==> src/rtl/core/i2cmc_pkg.sv <==
`timescale 1ns / 1ps
package i2cmc_pkg;

	localparam logic [3:0] OP_WR_CMD    = 4'd0;
	localparam logic [3:0] OP_WR_ADDR   = 4'd1;
	localparam logic [3:0] OP_WR_TX     = 4'd2;
	localparam logic [3:0] OP_RD_STATUS = 4'd3;
	localparam logic [3:0] OP_RD_RX     = 4'd4;
	localparam logic [3:0] OP_RD_ADDR   = 4'd5;
	localparam logic [3:0] OP_RD_CNT0   = 4'd6;
	localparam logic [3:0] OP_RD_CNT6   = 4'd12;
	localparam logic [3:0] OP_RD_CHARGE = 4'd13;

	localparam logic [7:0] ST_IF    = 8'h80;
	localparam logic [7:0] ST_BBUSY = 8'h40;
	localparam logic [7:0] ST_IDLE  = 8'h20;
	localparam logic [7:0] ST_DNACK = 8'h08;
	localparam logic [7:0] ST_ANACK = 8'h04;
	localparam logic [7:0] ST_ERR   = 8'h02;
	localparam logic [7:0] ST_BUSY  = 8'h01;

	localparam int CM_RST   = 7;
	localparam int CM_ACK   = 3;
	localparam int CM_STOP  = 2;
	localparam int CM_START = 1;
	localparam int CM_RUN   = 0;

	localparam logic [2:0] ACT_NONE    = 3'd0;
	localparam logic [2:0] ACT_START   = 3'd1;
	localparam logic [2:0] ACT_RESTART = 3'd2;
	localparam logic [2:0] ACT_DATA    = 3'd3;
	localparam logic [2:0] ACT_STOP    = 3'd4;

	localparam int CNT_CMD     = 0;
	localparam int CNT_START   = 1;
	localparam int CNT_RESTART = 2;
	localparam int CNT_STOP    = 3;
	localparam int CNT_ANACK   = 4;
	localparam int CNT_ILLEGAL = 5;
	localparam int CNT_ERROR   = 6;
	localparam int NUM_CNT     = 7;

	localparam logic [0:0] CFG_PRESCALER = 1'd0;
	localparam logic [0:0] CFG_CLOCK_HZ  = 1'd1;
	localparam logic [26:0] CLOCK_HZ_RESET = 27'd24000000;

	// Dividend for the charge: units * 9 * scl * 1e6 + fsys - 1 fits in 38 bits.
	localparam int DIVW = 38;
	localparam int DIV_CNTW = 6;
	localparam logic [DIVW-1:0] DIV_MEGA = DIVW'(1000000);
	localparam logic [DIVW-1:0] DIV_ONE  = DIVW'(1);

	typedef struct packed {
		logic       start;
		logic [1:0] units;
	} div_cmd_t;

	typedef struct packed {
		logic        busy;
		logic        done;
		logic        sat;
		logic [31:0] quot;
	} div_stat_t;

endpackage

==> src/rtl/core/i2cmc_div.sv <==
`timescale 1ns / 1ps
module i2cmc_div (
	input  logic                   clk,
	input  logic                   arst_n,
	input  i2cmc_pkg::div_cmd_t    cmd,
	input  logic [7:0]             prescaler,
	input  logic [26:0]            clock_hz,
	output i2cmc_pkg::div_stat_t   stat
);
	// Restoring divider, one quotient bit per cycle. The setup cycle forms
	// the dividend (cyc * 1e6 + fsys - 1) from a registered cycle count.
	logic [1:0]                    phase_q;
	logic [i2cmc_pkg::DIV_CNTW-1:0] cnt_q;
	logic [i2cmc_pkg::DIVW-1:0]    num_q;
	logic [i2cmc_pkg::DIVW-1:0]    quo_q;
	logic [27:0]                   rem_q;
	logic [17:0]                   cyc_q;
	logic [1:0]                    units_q;
	logic                          done_q;
	logic [12:0]                   scl;
	logic [27:0]                   trial;
	logic [i2cmc_pkg::DIVW-1:0]    cyc_ext;
	logic [i2cmc_pkg::DIVW-1:0]    hz_ext;
	logic [i2cmc_pkg::DIVW-1:0]    dividend;

	always_comb begin
		if (prescaler == 8'd0) begin
			scl = 13'd30;
		end else begin
			scl = 13'(13'd20 * ({5'b0, prescaler} + 13'd1));
		end
		trial = {rem_q[26:0], num_q[i2cmc_pkg::DIVW-1]};
		cyc_ext = {{(i2cmc_pkg::DIVW-18){1'b0}}, cyc_q};
		hz_ext = {{(i2cmc_pkg::DIVW-27){1'b0}}, clock_hz};
		dividend = cyc_ext * i2cmc_pkg::DIV_MEGA + hz_ext - i2cmc_pkg::DIV_ONE;
	end

	always_ff @(posedge clk or negedge arst_n) begin
		if (!arst_n) begin
			phase_q <= 2'd0;
			cnt_q   <= '0;
			done_q  <= 1'b0;
		end else begin
			done_q <= 1'b0;
			case (phase_q)
				2'd0: begin
					if (cmd.start) begin
						phase_q <= 2'd1;
					end
				end
				2'd1: begin
					phase_q <= 2'd2;
					cnt_q   <= '0;
				end
				2'd2: begin
					if (cnt_q == 6'(i2cmc_pkg::DIVW - 1)) begin
						phase_q <= 2'd0;
						done_q  <= 1'b1;
					end
					cnt_q <= cnt_q + 6'd1;
				end
				default: phase_q <= 2'd0;
			endcase
		end
	end

	always_ff @(posedge clk) begin
		if (phase_q == 2'd0 && cmd.start) begin
			units_q <= cmd.units;
			cyc_q   <= 18'd9 * {5'b0, scl} * {16'b0, cmd.units};
		end
		if (phase_q == 2'd1) begin
			num_q <= dividend;
			rem_q <= '0;
			quo_q <= '0;
		end
		if (phase_q == 2'd2) begin
			num_q <= {num_q[i2cmc_pkg::DIVW-2:0], 1'b0};
			if (trial >= {1'b0, clock_hz}) begin
				rem_q <= trial - {1'b0, clock_hz};
				quo_q <= {quo_q[i2cmc_pkg::DIVW-2:0], 1'b1};
			end else begin
				rem_q <= trial;
				quo_q <= {quo_q[i2cmc_pkg::DIVW-2:0], 1'b0};
			end
		end
	end

	assign stat.busy = (phase_q != 2'd0);
	assign stat.done = done_q;
	assign stat.sat  = |quo_q[i2cmc_pkg::DIVW-1:32];
	assign stat.quot = quo_q[31:0];

	logic unused_units;
	assign unused_units = ^units_q;
endmodule

==> src/rtl/core/i2cmc_ctrl.sv <==
`timescale 1ns / 1ps
module i2cmc_ctrl (
	input  logic                 clk,
	input  logic                 arst_n,
	input  logic                 in_valid,
	output logic                 in_ready,
	input  logic [3:0]           opcode,
	input  logic [7:0]           write_value,
	input  logic                 addr_phase_error,
	input  logic                 address_nak,
	input  logic                 data_phase_error,
	input  logic                 data_nack,
	input  logic [7:0]           bus_rx_byte,
	output logic                 out_valid,
	input  logic                 out_ready,
	output logic [31:0]          read_value,
	output logic [2:0]           bus_action,
	output logic                 rx_ack,
	output logic [31:0]          bus_us,
	output logic                 charged,
	input  logic [26:0]          clock_hz,
	output i2cmc_pkg::div_cmd_t  div_cmd,
	input  i2cmc_pkg::div_stat_t div_stat
);
	localparam logic [1:0] S_IDLE = 2'd0;
	localparam logic [1:0] S_DIV  = 2'd1;
	localparam logic [1:0] S_OUT  = 2'd2;

	logic [1:0]  state_q;
	logic [7:0]  status_q, status_d;
	logic        open_q, open_d, isrd_q, isrd_d, refused_q, refused_d;
	logic [7:0]  addr_q, tx_q, rx_q, rx_d;
	logic [31:0] cnt_q [i2cmc_pkg::NUM_CNT];
	logic [i2cmc_pkg::NUM_CNT-1:0] bump;
	logic [31:0] last_q;
	logic [31:0] rv_d;
	logic [2:0]  act_d;
	logic        ackm_d;
	logic [1:0]  units_d;
	logic [2:0]  cnt_idx;

	assign cnt_idx = 3'(opcode - i2cmc_pkg::OP_RD_CNT0);

	always_comb begin
		status_d = status_q; open_d = open_q; isrd_d = isrd_q; refused_d = refused_q;
		rx_d = rx_q; rv_d = '0; act_d = i2cmc_pkg::ACT_NONE; ackm_d = 1'b0;
		units_d = 2'd0; bump = '0;
		if (opcode == i2cmc_pkg::OP_WR_CMD) begin
			if (write_value == 8'd0) begin
				status_d = status_q & ~i2cmc_pkg::ST_IF;
			end else if (write_value[i2cmc_pkg::CM_RST]) begin
				open_d = 1'b0; isrd_d = 1'b0; refused_d = 1'b0;
				status_d = i2cmc_pkg::ST_IDLE;
			end else if (!write_value[i2cmc_pkg::CM_RUN]) begin
				if (write_value[i2cmc_pkg::CM_STOP]) begin
					bump[i2cmc_pkg::CNT_STOP] = 1'b1;
					open_d = 1'b0; isrd_d = 1'b0; refused_d = 1'b0;
					status_d = (status_q & ~(i2cmc_pkg::ST_BBUSY | i2cmc_pkg::ST_BUSY
						| i2cmc_pkg::ST_ANACK | i2cmc_pkg::ST_ERR)) | i2cmc_pkg::ST_IDLE;
					act_d = i2cmc_pkg::ACT_STOP;
					units_d = 2'd1;
				end else begin
					bump[i2cmc_pkg::CNT_ILLEGAL] = 1'b1;
				end
			end else if (write_value[i2cmc_pkg::CM_START]) begin
				bump[open_q ? i2cmc_pkg::CNT_RESTART : i2cmc_pkg::CNT_START] = 1'b1;
				bump[i2cmc_pkg::CNT_CMD] = 1'b1;
				act_d = open_q ? i2cmc_pkg::ACT_RESTART : i2cmc_pkg::ACT_START;
				if (addr_phase_error) begin
					bump[i2cmc_pkg::CNT_ERROR] = 1'b1;
					open_d = 1'b0; isrd_d = 1'b0; refused_d = 1'b0;
					status_d = (status_q & ~(i2cmc_pkg::ST_BBUSY | i2cmc_pkg::ST_IDLE
						| i2cmc_pkg::ST_BUSY | i2cmc_pkg::ST_ANACK | i2cmc_pkg::ST_DNACK))
						| i2cmc_pkg::ST_IF | i2cmc_pkg::ST_ERR;
					units_d = 2'd2;
				end else begin
					open_d = 1'b1;
					isrd_d = addr_q[0];
					status_d = (status_q & ~(i2cmc_pkg::ST_BBUSY | i2cmc_pkg::ST_IDLE
						| i2cmc_pkg::ST_BUSY | i2cmc_pkg::ST_ANACK | i2cmc_pkg::ST_ERR
						| i2cmc_pkg::ST_DNACK)) | i2cmc_pkg::ST_IF;
					if (address_nak) begin
						bump[i2cmc_pkg::CNT_ANACK] = 1'b1;
						refused_d = 1'b1;
						status_d = status_d | i2cmc_pkg::ST_ANACK | i2cmc_pkg::ST_ERR;
						units_d = 2'd2;
					end else begin
						refused_d = 1'b0;
						units_d = 2'd3;
						if (addr_q[0]) begin
							ackm_d = write_value[i2cmc_pkg::CM_ACK];
						end
						if (data_phase_error) begin
							bump[i2cmc_pkg::CNT_ERROR] = 1'b1;
							open_d = 1'b0; isrd_d = 1'b0; refused_d = 1'b0;
							status_d = (status_d & ~(i2cmc_pkg::ST_BBUSY | i2cmc_pkg::ST_IDLE
								| i2cmc_pkg::ST_BUSY | i2cmc_pkg::ST_ANACK
								| i2cmc_pkg::ST_DNACK)) | i2cmc_pkg::ST_IF | i2cmc_pkg::ST_ERR;
						end else if (addr_q[0]) begin
							rx_d = bus_rx_byte;
						end else if (data_nack) begin
							status_d = status_d | i2cmc_pkg::ST_DNACK;
						end
					end
				end
			end else if (refused_q || !open_q) begin
				bump[i2cmc_pkg::CNT_ILLEGAL] = 1'b1;
			end else begin
				act_d = i2cmc_pkg::ACT_DATA;
				if (isrd_q) begin
					ackm_d = write_value[i2cmc_pkg::CM_ACK];
				end
				if (data_phase_error) begin
					bump[i2cmc_pkg::CNT_ERROR] = 1'b1;
					open_d = 1'b0; isrd_d = 1'b0; refused_d = 1'b0;
					status_d = (status_q & ~(i2cmc_pkg::ST_BBUSY | i2cmc_pkg::ST_IDLE
						| i2cmc_pkg::ST_BUSY | i2cmc_pkg::ST_ANACK | i2cmc_pkg::ST_DNACK))
						| i2cmc_pkg::ST_IF | i2cmc_pkg::ST_ERR;
				end else begin
					if (isrd_q) begin
						rx_d = bus_rx_byte;
					end
					status_d = (status_q & ~(i2cmc_pkg::ST_BBUSY | i2cmc_pkg::ST_IDLE
						| i2cmc_pkg::ST_BUSY | i2cmc_pkg::ST_DNACK)) | i2cmc_pkg::ST_IF;
					if (!isrd_q && data_nack) begin
						status_d = status_d | i2cmc_pkg::ST_DNACK;
					end
					bump[i2cmc_pkg::CNT_CMD] = 1'b1;
					units_d = 2'd1;
				end
			end
		end else if (opcode == i2cmc_pkg::OP_RD_STATUS) begin
			rv_d = 32'(status_q);
		end else if (opcode == i2cmc_pkg::OP_RD_RX) begin
			rv_d = 32'(rx_q);
		end else if (opcode == i2cmc_pkg::OP_RD_ADDR) begin
			rv_d = 32'(addr_q);
		end else if (opcode >= i2cmc_pkg::OP_RD_CNT0 && opcode <= i2cmc_pkg::OP_RD_CNT6) begin
			rv_d = cnt_q[cnt_idx];
		end else if (opcode == i2cmc_pkg::OP_RD_CHARGE) begin
			rv_d = last_q;
		end
	end

	logic accept;
	assign accept   = in_valid && in_ready;
	assign in_ready = (state_q == S_IDLE);
	assign out_valid = (state_q == S_OUT);
	assign div_cmd.start = accept && (units_d != 2'd0) && (clock_hz != 27'd0);
	assign div_cmd.units = units_d;

	always_ff @(posedge clk or negedge arst_n) begin
		if (!arst_n) begin
			state_q <= S_IDLE;
			status_q <= i2cmc_pkg::ST_IDLE;
			open_q <= 1'b0; isrd_q <= 1'b0; refused_q <= 1'b0;
			addr_q <= '0; tx_q <= '0; rx_q <= '0; last_q <= '0;
			for (int i = 0; i < i2cmc_pkg::NUM_CNT; i++) begin
				cnt_q[i] <= '0;
			end
		end else begin
			case (state_q)
				S_IDLE: begin
					if (accept) begin
						status_q <= status_d; open_q <= open_d; isrd_q <= isrd_d;
						refused_q <= refused_d; rx_q <= rx_d;
						if (opcode == i2cmc_pkg::OP_WR_ADDR) begin
							addr_q <= write_value;
						end
						if (opcode == i2cmc_pkg::OP_WR_TX) begin
							tx_q <= write_value;
						end
						for (int i = 0; i < i2cmc_pkg::NUM_CNT; i++) begin
							if (bump[i]) begin
								cnt_q[i] <= cnt_q[i] + 32'd1;
							end
						end
						if (units_d != 2'd0) begin
							last_q <= '0;
						end
						state_q <= div_cmd.start ? S_DIV : S_OUT;
					end
				end
				S_DIV: begin
					if (div_stat.done) begin
						last_q <= div_stat.sat ? 32'hFFFF_FFFF : div_stat.quot;
						state_q <= S_OUT;
					end
				end
				S_OUT: begin
					if (out_ready) begin
						state_q <= S_IDLE;
					end
				end
				default: state_q <= S_IDLE;
			endcase
		end
	end

	always_ff @(posedge clk) begin
		if (accept) begin
			read_value <= rv_d;
			bus_action <= act_d;
			rx_ack     <= ackm_d;
			charged    <= div_cmd.start;
			bus_us     <= '0;
		end else if (state_q == S_DIV && div_stat.done) begin
			bus_us <= div_stat.sat ? 32'hFFFF_FFFF : div_stat.quot;
		end
	end

	logic unused_tx;
	assign unused_tx = ^tx_q ^ div_stat.busy;
endmodule

==> src/rtl/core/i2c_master_command_controller_core.sv <==
`timescale 1ns / 1ps
// Channel  Handshake                  Payload
// in       in_valid / in_ready        opcode, write_value, bus answers
// out      out_valid / out_ready      read_value, bus_action, rx_ack, bus_us, charged
// cfg      cfg_valid / cfg_ready      cfg_index, cfg_data
// An item without a bus-time charge goes straight from acceptance to the output state.
// A charged command passes through the divider before its result shows: a setup
// step, 38 quotient bits of the restoring divider and a done step; the input is
// freed after the output handshake. Reset asynchronously clears control and config
// state only; the result holds while out_ready is low.
module i2c_master_command_controller_core (
	input  logic        clk,
	input  logic        arst_n,
	input  logic        in_valid,
	output logic        in_ready,
	input  logic [3:0]  opcode,
	input  logic [7:0]  write_value,
	input  logic        addr_phase_error,
	input  logic        address_nak,
	input  logic        data_phase_error,
	input  logic        data_nack,
	input  logic [7:0]  bus_rx_byte,
	output logic        out_valid,
	input  logic        out_ready,
	output logic [31:0] read_value,
	output logic [2:0]  bus_action,
	output logic        rx_ack,
	output logic [31:0] bus_us,
	output logic        charged,
	input  logic        cfg_valid,
	output logic        cfg_ready,
	input  logic        cfg_index,
	input  logic [26:0] cfg_data
);
	logic [7:0]  prescaler_q;
	logic [26:0] clock_hz_q;
	i2cmc_pkg::div_cmd_t  div_cmd;
	i2cmc_pkg::div_stat_t div_stat;

	assign cfg_ready = 1'b1;

	always_ff @(posedge clk or negedge arst_n) begin
		if (!arst_n) begin
			prescaler_q <= '0;
			clock_hz_q  <= i2cmc_pkg::CLOCK_HZ_RESET;
		end else if (cfg_valid) begin
			if (cfg_index == i2cmc_pkg::CFG_PRESCALER) begin
				prescaler_q <= cfg_data[7:0];
			end else begin
				clock_hz_q <= cfg_data;
			end
		end
	end

	i2cmc_ctrl u_ctrl (
		.clk, .arst_n, .in_valid, .in_ready, .opcode, .write_value,
		.addr_phase_error, .address_nak, .data_phase_error, .data_nack, .bus_rx_byte,
		.out_valid, .out_ready, .read_value, .bus_action, .rx_ack, .bus_us, .charged,
		.clock_hz(clock_hz_q), .div_cmd, .div_stat
	);

	i2cmc_div u_div (
		.clk, .arst_n, .cmd(div_cmd), .prescaler(prescaler_q), .clock_hz(clock_hz_q),
		.stat(div_stat)
	);
endmodule

==> config.mk <==
export PLATFORM = sky130hd
export DESIGN_NAME = i2c_master_command_controller_core
export DESIGN_NICKNAME = d
export VERILOG_FILES = /design/src/rtl/core/i2cmc_pkg.sv /design/src/rtl/core/i2cmc_div.sv /design/src/rtl/core/i2cmc_ctrl.sv /design/src/rtl/core/i2c_master_command_controller_core.sv
export SDC_FILE = /design/constraint.sdc
export NUM_CORES = 1
export LEC_CHECK = 0
export ABC_AREA = 0
export BUFFER_PORTS_ARGS = -buffer_cell sky130_fd_sc_hd__buf_2
export CAP_MARGIN = 20
export CORE_AREA = 2 2 286 400
export CTS_BUF_LIST = sky130_fd_sc_hd__clkbuf_8
export DETAILED_ROUTE_END_ITERATION = 16
export DIE_AREA = 0 0 288 402
export GPL_TIMING_DRIVEN = 0
export MAX_ROUTING_LAYER = met4
export PLACE_DENSITY = 0.43
export SYNTH_ARGS = -nofsm -noshare
export SYNTH_HDL_FRONTEND = slang
export SYNTH_SLANG_ARGS = --single-unit
==> constraint.sdc <==
create_clock -name clk -period 21.5 [get_ports clk]
set_input_delay 1.075 -clock clk [delete_from_list [all_inputs] [get_ports clk]]
set_output_delay 1.075 -clock clk [all_outputs]
set_load 0.01 [all_outputs]
Word-level counts from Yosys, hierarchy flattened
Cells that the tools add are included.

RAM bits: 0. Register bits: 519. Memories kept: 0. Word-level logic and storage cells: 257. Input bits: 57. Output and inout bits: 72. Memory bits (read-only): 0. Bits in latches: 0.

Reduce and logical (&&, ||, !) cells: 47. Multiplexer cells: 120. Equal/unequal tests: 26. $mul: 4. Div/mod/pow operators: 0. Bitwise operators: 6. Shift operators: 0. Add/subtract/negate cells: 13. Order comparisons: 6.

Operator list (number): $mux W32 (8); $add A32 B1 Y32 const B (7); $mux W8 (20); $mux W38 (4); $bmux W32 S3 (1); $mux W27 (3); $pmux W32 S2 (1); $mux W1 (49); $add A38 B27 Y38 (1); $sub A38 B1 Y38 const B (1); $mux W2 (17); $ge A32 B1 Y1 const B (1); $lt A32 B5 Y1 const B (1); $mul A18 B14 Y32 const B (1); $ge A28 B27 Y1 (1); $mux W7 (4); $reduce_and A3 Y1 (9); $reduce_bool A27 Y1 (1); $sub A27 B27 Y27 (1); $mul A17 B2 Y18 (1); $mul A4 B13 Y17 const A (1); $logic_not A8 Y1 (2); $mux W4 (4); $ne A2 B2 Y1 const B (8); 42 further kinds (75).

Logic depth before layout (Yosys ltp)
Depth after elaboration: 14. Gate-level depth with buffers: 31. Gate-level depth less buffers: 30.

Cells and area by module
From an unflattened synthesis, not the netlist that was laid out.

Cells, all modules: 3303. Area, all modules: 33390.8 µm².

Modules (own cells, without submodules): i2cmc_ctrl (cells each 1635, sequential area each 8784.7 µm², times used 1, area an instance 17250.3 µm²); i2cmc_div (cells each 1591, sequential area each 3818.7 µm², times used 1, area an instance 14804.2 µm²); i2c_master_command_controller_core (cells each 77, sequential area each 888.4 µm², times used 1, area an instance 1336.3 µm²).

Worst setup path before layout
Ideal clock, no wire load.

Path kind: register to register. Start: register u_div.cyc_q[2]. End: register u_div.num_q[36] (netlist bit) (data pin). Stages on the path, launching flop included: 31. Library setup time: 0.263 ns. Slack: 14.204 ns. Data required time: 21.237 ns. Arrival time: 7.033 ns. Clock period less this slack: 7.296 ns. Path buffers: 0. Cells stage by stage: edfxtp_1 -> inv_1 -> fa_1 -> inv_1 -> fa_1 -> fa_1 -> fa_1 -> ha_1 -> inv_1 -> fa_1 -> inv_1 -> ha_1 -> and3_1 -> a221oi_1 -> o21a_1 -> nand2_1 -> a21oi_1 -> xor2_1 -> ha_1 -> inv_1 -> ha_1 -> a21o_1 -> a21o_1 -> a21oi_1 -> o311a_1 -> o21ai_0 -> a41oi_1 -> o221ai_1 -> a311oi_1 -> xor2_1 -> o21ai_1.

Longest elaborated chain between the ends: 5.

RTL lines: start: declaration (line i2cmc_div.sv:17) `logic [17:0] cyc_q;`; start signal: assignment (line i2cmc_div.sv:70) `cyc_q <= 18'd9 * {5'b0, scl} * {16'b0, cmd.units};`; $mul A18 B14 Y32 (line i2cmc_div.sv:35) `dividend = cyc_ext * i2cmc_pkg::DIV_MEGA + hz_ext - i2cmc_pkg::DIV_ONE;`; $add A38 B27 Y38 (line i2cmc_div.sv:35); $sub A38 B1 Y38 (line i2cmc_div.sv:35); $mux W38 (line i2cmc_div.sv:72) `if (phase_q == 2'd1) begin`; $mux W38 (line i2cmc_div.sv:77) `if (phase_q == 2'd2) begin`; end signal: assignment (line i2cmc_div.sv:73) `num_q <= dividend;`; end signal: assignment (line i2cmc_div.sv:78) `num_q <= {num_q[i2cmc_pkg::DIVW-2:0], 1'b0};`; end: declaration (line i2cmc_div.sv:14) `logic [i2cmc_pkg::DIVW-1:0] num_q;`.

No other way between the ends. The select of a mux whose other input is x is not followed. A chain may end at the register's enable or synchronous reset.

Worst setup path after layout
Ends and elaborated chain as after synthesis.

==> impl_metrics.ini <==
[clocking]
cts_hold_buf = 0
cts-root-buf = clkbuf_8
clk_pin_slew_ps = 80
numClockSinks = 514
htree_levels = 3
post_cts_buffers = 0
ctsResizeCount = 0
clk_path_buf_depth = 3
cts_tree = yes
insertion_delay_ps = 770
cts_buffers = 91

[sta]
fin_ws_ps = 13230
slew_viol_final = 0
period_minus_slack_ps = 8270
skew_ps = 49.3
period_share = 0.385
setup_viol = 0
relSlewSlack = 0.233
hold_violations = 0
max_clock_freq_mhz = 121
finalSetupTns_ps = 0
finalHoldWorstSlack_ps = 309
tightest_slew_ps = 1150
rsz0062_at_grt = false

[job]
maxCapViolCount = 0

[grt]
antenna_found_initial = 3
grt_pass1_wl_um = 147000
track_usage = 0.171
grt_start_max_net_pins = 95
overflow = 0
grt_pass1_vias = 25500

[yosys]
synthesis.nets = 3586
synth-simple-area-share = 0.154
syn_inst = 3209
synthMuxAreaShare = 0.0615
synth_xor_area_frac = 0.0874
ys_ff_latch = 514
synth_top_family_by_area = simple AND/OR/NAND/NOR gates
synth_fa_ha_area_frac = 0.139
ys.flop_type = dfrtp_1
ys_types = 93
yosysSeqAreaShare = 0.418
async_reset_ff_frac = 0.632
synth_area_mm2 = 0.0323
synth_compound_area_frac = 0.100
yosys_warnings = 0
synth_edf_count = 156
syn_area_per_cell_um2 = 10.1

[routing]
drt_iter0_markers = 924
drc = 0
wl_per_cell_um = 19.0
vias = 23700
ant_nets = 0
drt-pass1-iter-count = 5
drt_wl_total_um = 94700
via_per_inst = 4.74

[critical_path]
path_depth = 29
worst_path_largest_cell_delay_ps = 610
cp_slowest_cell = o21ai_0
cp.required_ps = 22010
timing.rr.start = u_div.cyc_q[2]
path_buf_inv = 5
worst_setup_path_end_kind = flip-flop
worst_path_dominant_cell_family = adder cells
crit_path_start = u_div.cyc_q[2]
crit_type = reg -> reg
reg2reg_depth = 29
arrival_ps = 8780
cp-start-kind = flip-flop
cp_max_fo = 6

[floorplan]
ios = 129
rows = 146
start_util = 0.287
die_height_um = 402
dieArea_mm2 = 0.116
core_area_mm2 = 0.113
chipWidth_um = 288

[final_layout]
layout-drive-gt1-share = 0.118
area_delta_synth_final_pct = 14.0
seqCellArea_mm2 = 0.0135
multi_input_area_mm2 = 0.0175
nFillCells = 11700
final_common_cell = nand2_1
final_cell_mix = 364 x nand2_1, 314 x dfrtp_1, 268 x inv_1, 262 x nor2_1, 254 x ha_1
layout.nets = 3811

[power]
swShare = 0.386
p_int_mw = 2.25
p_leak_nw = 16.9
p_clk_frac = 0.261
vdd_drop_max_mv = 0.0795
power.share.combinational = 0.390
power.density_mw_per_mm2 = 99.7
power_switching_mw = 1.42
sequentialPowerShare = 0.349

[place]
gp_congestion = 0.835
numPortBuffers = 125
pre_cts_ws_ps = 13170
hpwlAfterDp_um = 74100

[hold_path]
hp-class = in -> async

[status]
status = completed
[metrics by stage]
stage | utilization | instance area, um2 | cells | power [mW]
after detailed placement | 0.311 | 35000 | 4821 | 2.75
after global placement | 0.309 | 34800 | 4814 | 2.76
after CTS | 0.327 | 36800 | 4993 | 3.74
after floorplan | - | 32300 | 3209 | 2.32
after global routing | 0.327 | 36800 | 4996 | 3.96
final | 0.327 | 36800 | 4996 | 3.67
[cell type report]
type	instances	area share
antenna	3	0.000204
buffer	97	0.0107
clock buffer	99	0.0370
clock inverter	73	0.0134
inverter	241	0.0246
multi-input combinational	2357	0.476
sequential	514	0.366
tap	1480	0.0503
timing repair buffer	132	0.0219
[power by group through the flow]
stage               Combinational [mW]  Clock, mW  Sequential (mW)
global route                      1.63       1.04             1.30
CTS                               1.46       1.00             1.28
floorplan                         1.04          0             1.28
detailed placement                1.45          0             1.30
finish                            1.43      0.959             1.28
global placement                  1.43          0             1.33
[Yosys cell counts (7+ instances only)]
master,n,share of area
a2111oi_0,7,0.0019
a211o_1,8,0.0022
a211oi_1,43,0.010
a21boi_0,10,0.0023
a21o_1,30,0.0070
a21oi_1,170,0.026
and2_1,51,0.0099
and3_1,58,0.011
and4_1,20,0.0054
buf_1,10,0.0012
buf_2,7,0.0011
clkbuf_1,76,0.0088
dfrtp_1,314,0.24
dfstp_2,11,0.0089
dfxtp_1,33,0.020
edfxtp_1,156,0.14
fa_1,65,0.040
ha_1,255,0.099
inv_1,240,0.028
mux2_2,60,0.021
mux2i_1,59,0.018
mux4_2,32,0.022
nand2_1,364,0.042
nand2b_1,17,0.0033
nand3_1,95,0.015
nand4_1,50,0.0097
nor2_1,262,0.030
nor2b_1,27,0.0052
nor3_1,29,0.0045
nor4_1,11,0.0021
o211ai_1,11,0.0026
o21a_1,22,0.0051
o21ai_0,130,0.020
o21bai_1,14,0.0033
o22ai_1,10,0.0019
o31ai_1,10,0.0023
or2_2,8,0.0015
or3_1,11,0.0021
xnor2_1,210,0.057
xor2_1,108,0.029
[sequential cells by signal, indices dropped and copies added, names as in the netlist, 4 cells and up]
name and count:
u_div.cnt_q 6, u_ctrl.addr_q 8, u_ctrl.cnt_q 224, prescaler_q 8, u_div.quo_q 38, u_div.cyc_q 17
u_div.rem_q 27, u_ctrl.read_value 32, u_ctrl.status_q 4, clock_hz_q 27, u_ctrl.rx_q 8, u_ctrl.bus_us 32
u_div.num_q 38, u_ctrl.last_q 32
[routing by layer]
layer,track usage,share of wire,vias up
li1,-,-,11600
met5,-,0,-
met2,0.309,0.53,379
met3,0.0293,0.035,154
met1,0.183,0.40,11500
met4,0.0653,0.038,0
[cell families after synthesis]
| family | count (synthesis) |
|---|---|
| AND/OR/NAND/NOR | 1045 |
| flip-flops | 514 |
| buffers and inverters | 338 |
| AO/OA/AOI/OAI | 520 |
| multiplexers | 151 |
| XOR/XNOR | 320 |
| other | 1 |
| adder cells (fa/ha/maj) | 320 |
[path summary, 6_finish.rpt]
| check | end | slack, ps |
|---|---|---|
| min reg2reg | u_ctrl.bus_us[29] | 440 |
| max in group asynchronous | clock_hz_q[22] | 19410 |
| min in group clk | u_ctrl.bus_us[29] | 440 |
| max reg2reg | u_div.num_q[36] | 13230 |
| max | u_div.num_q[36] | 13230 |
| min | u_ctrl.cnt_q[223] | 310 |
(Power assumes the default switching activity.)
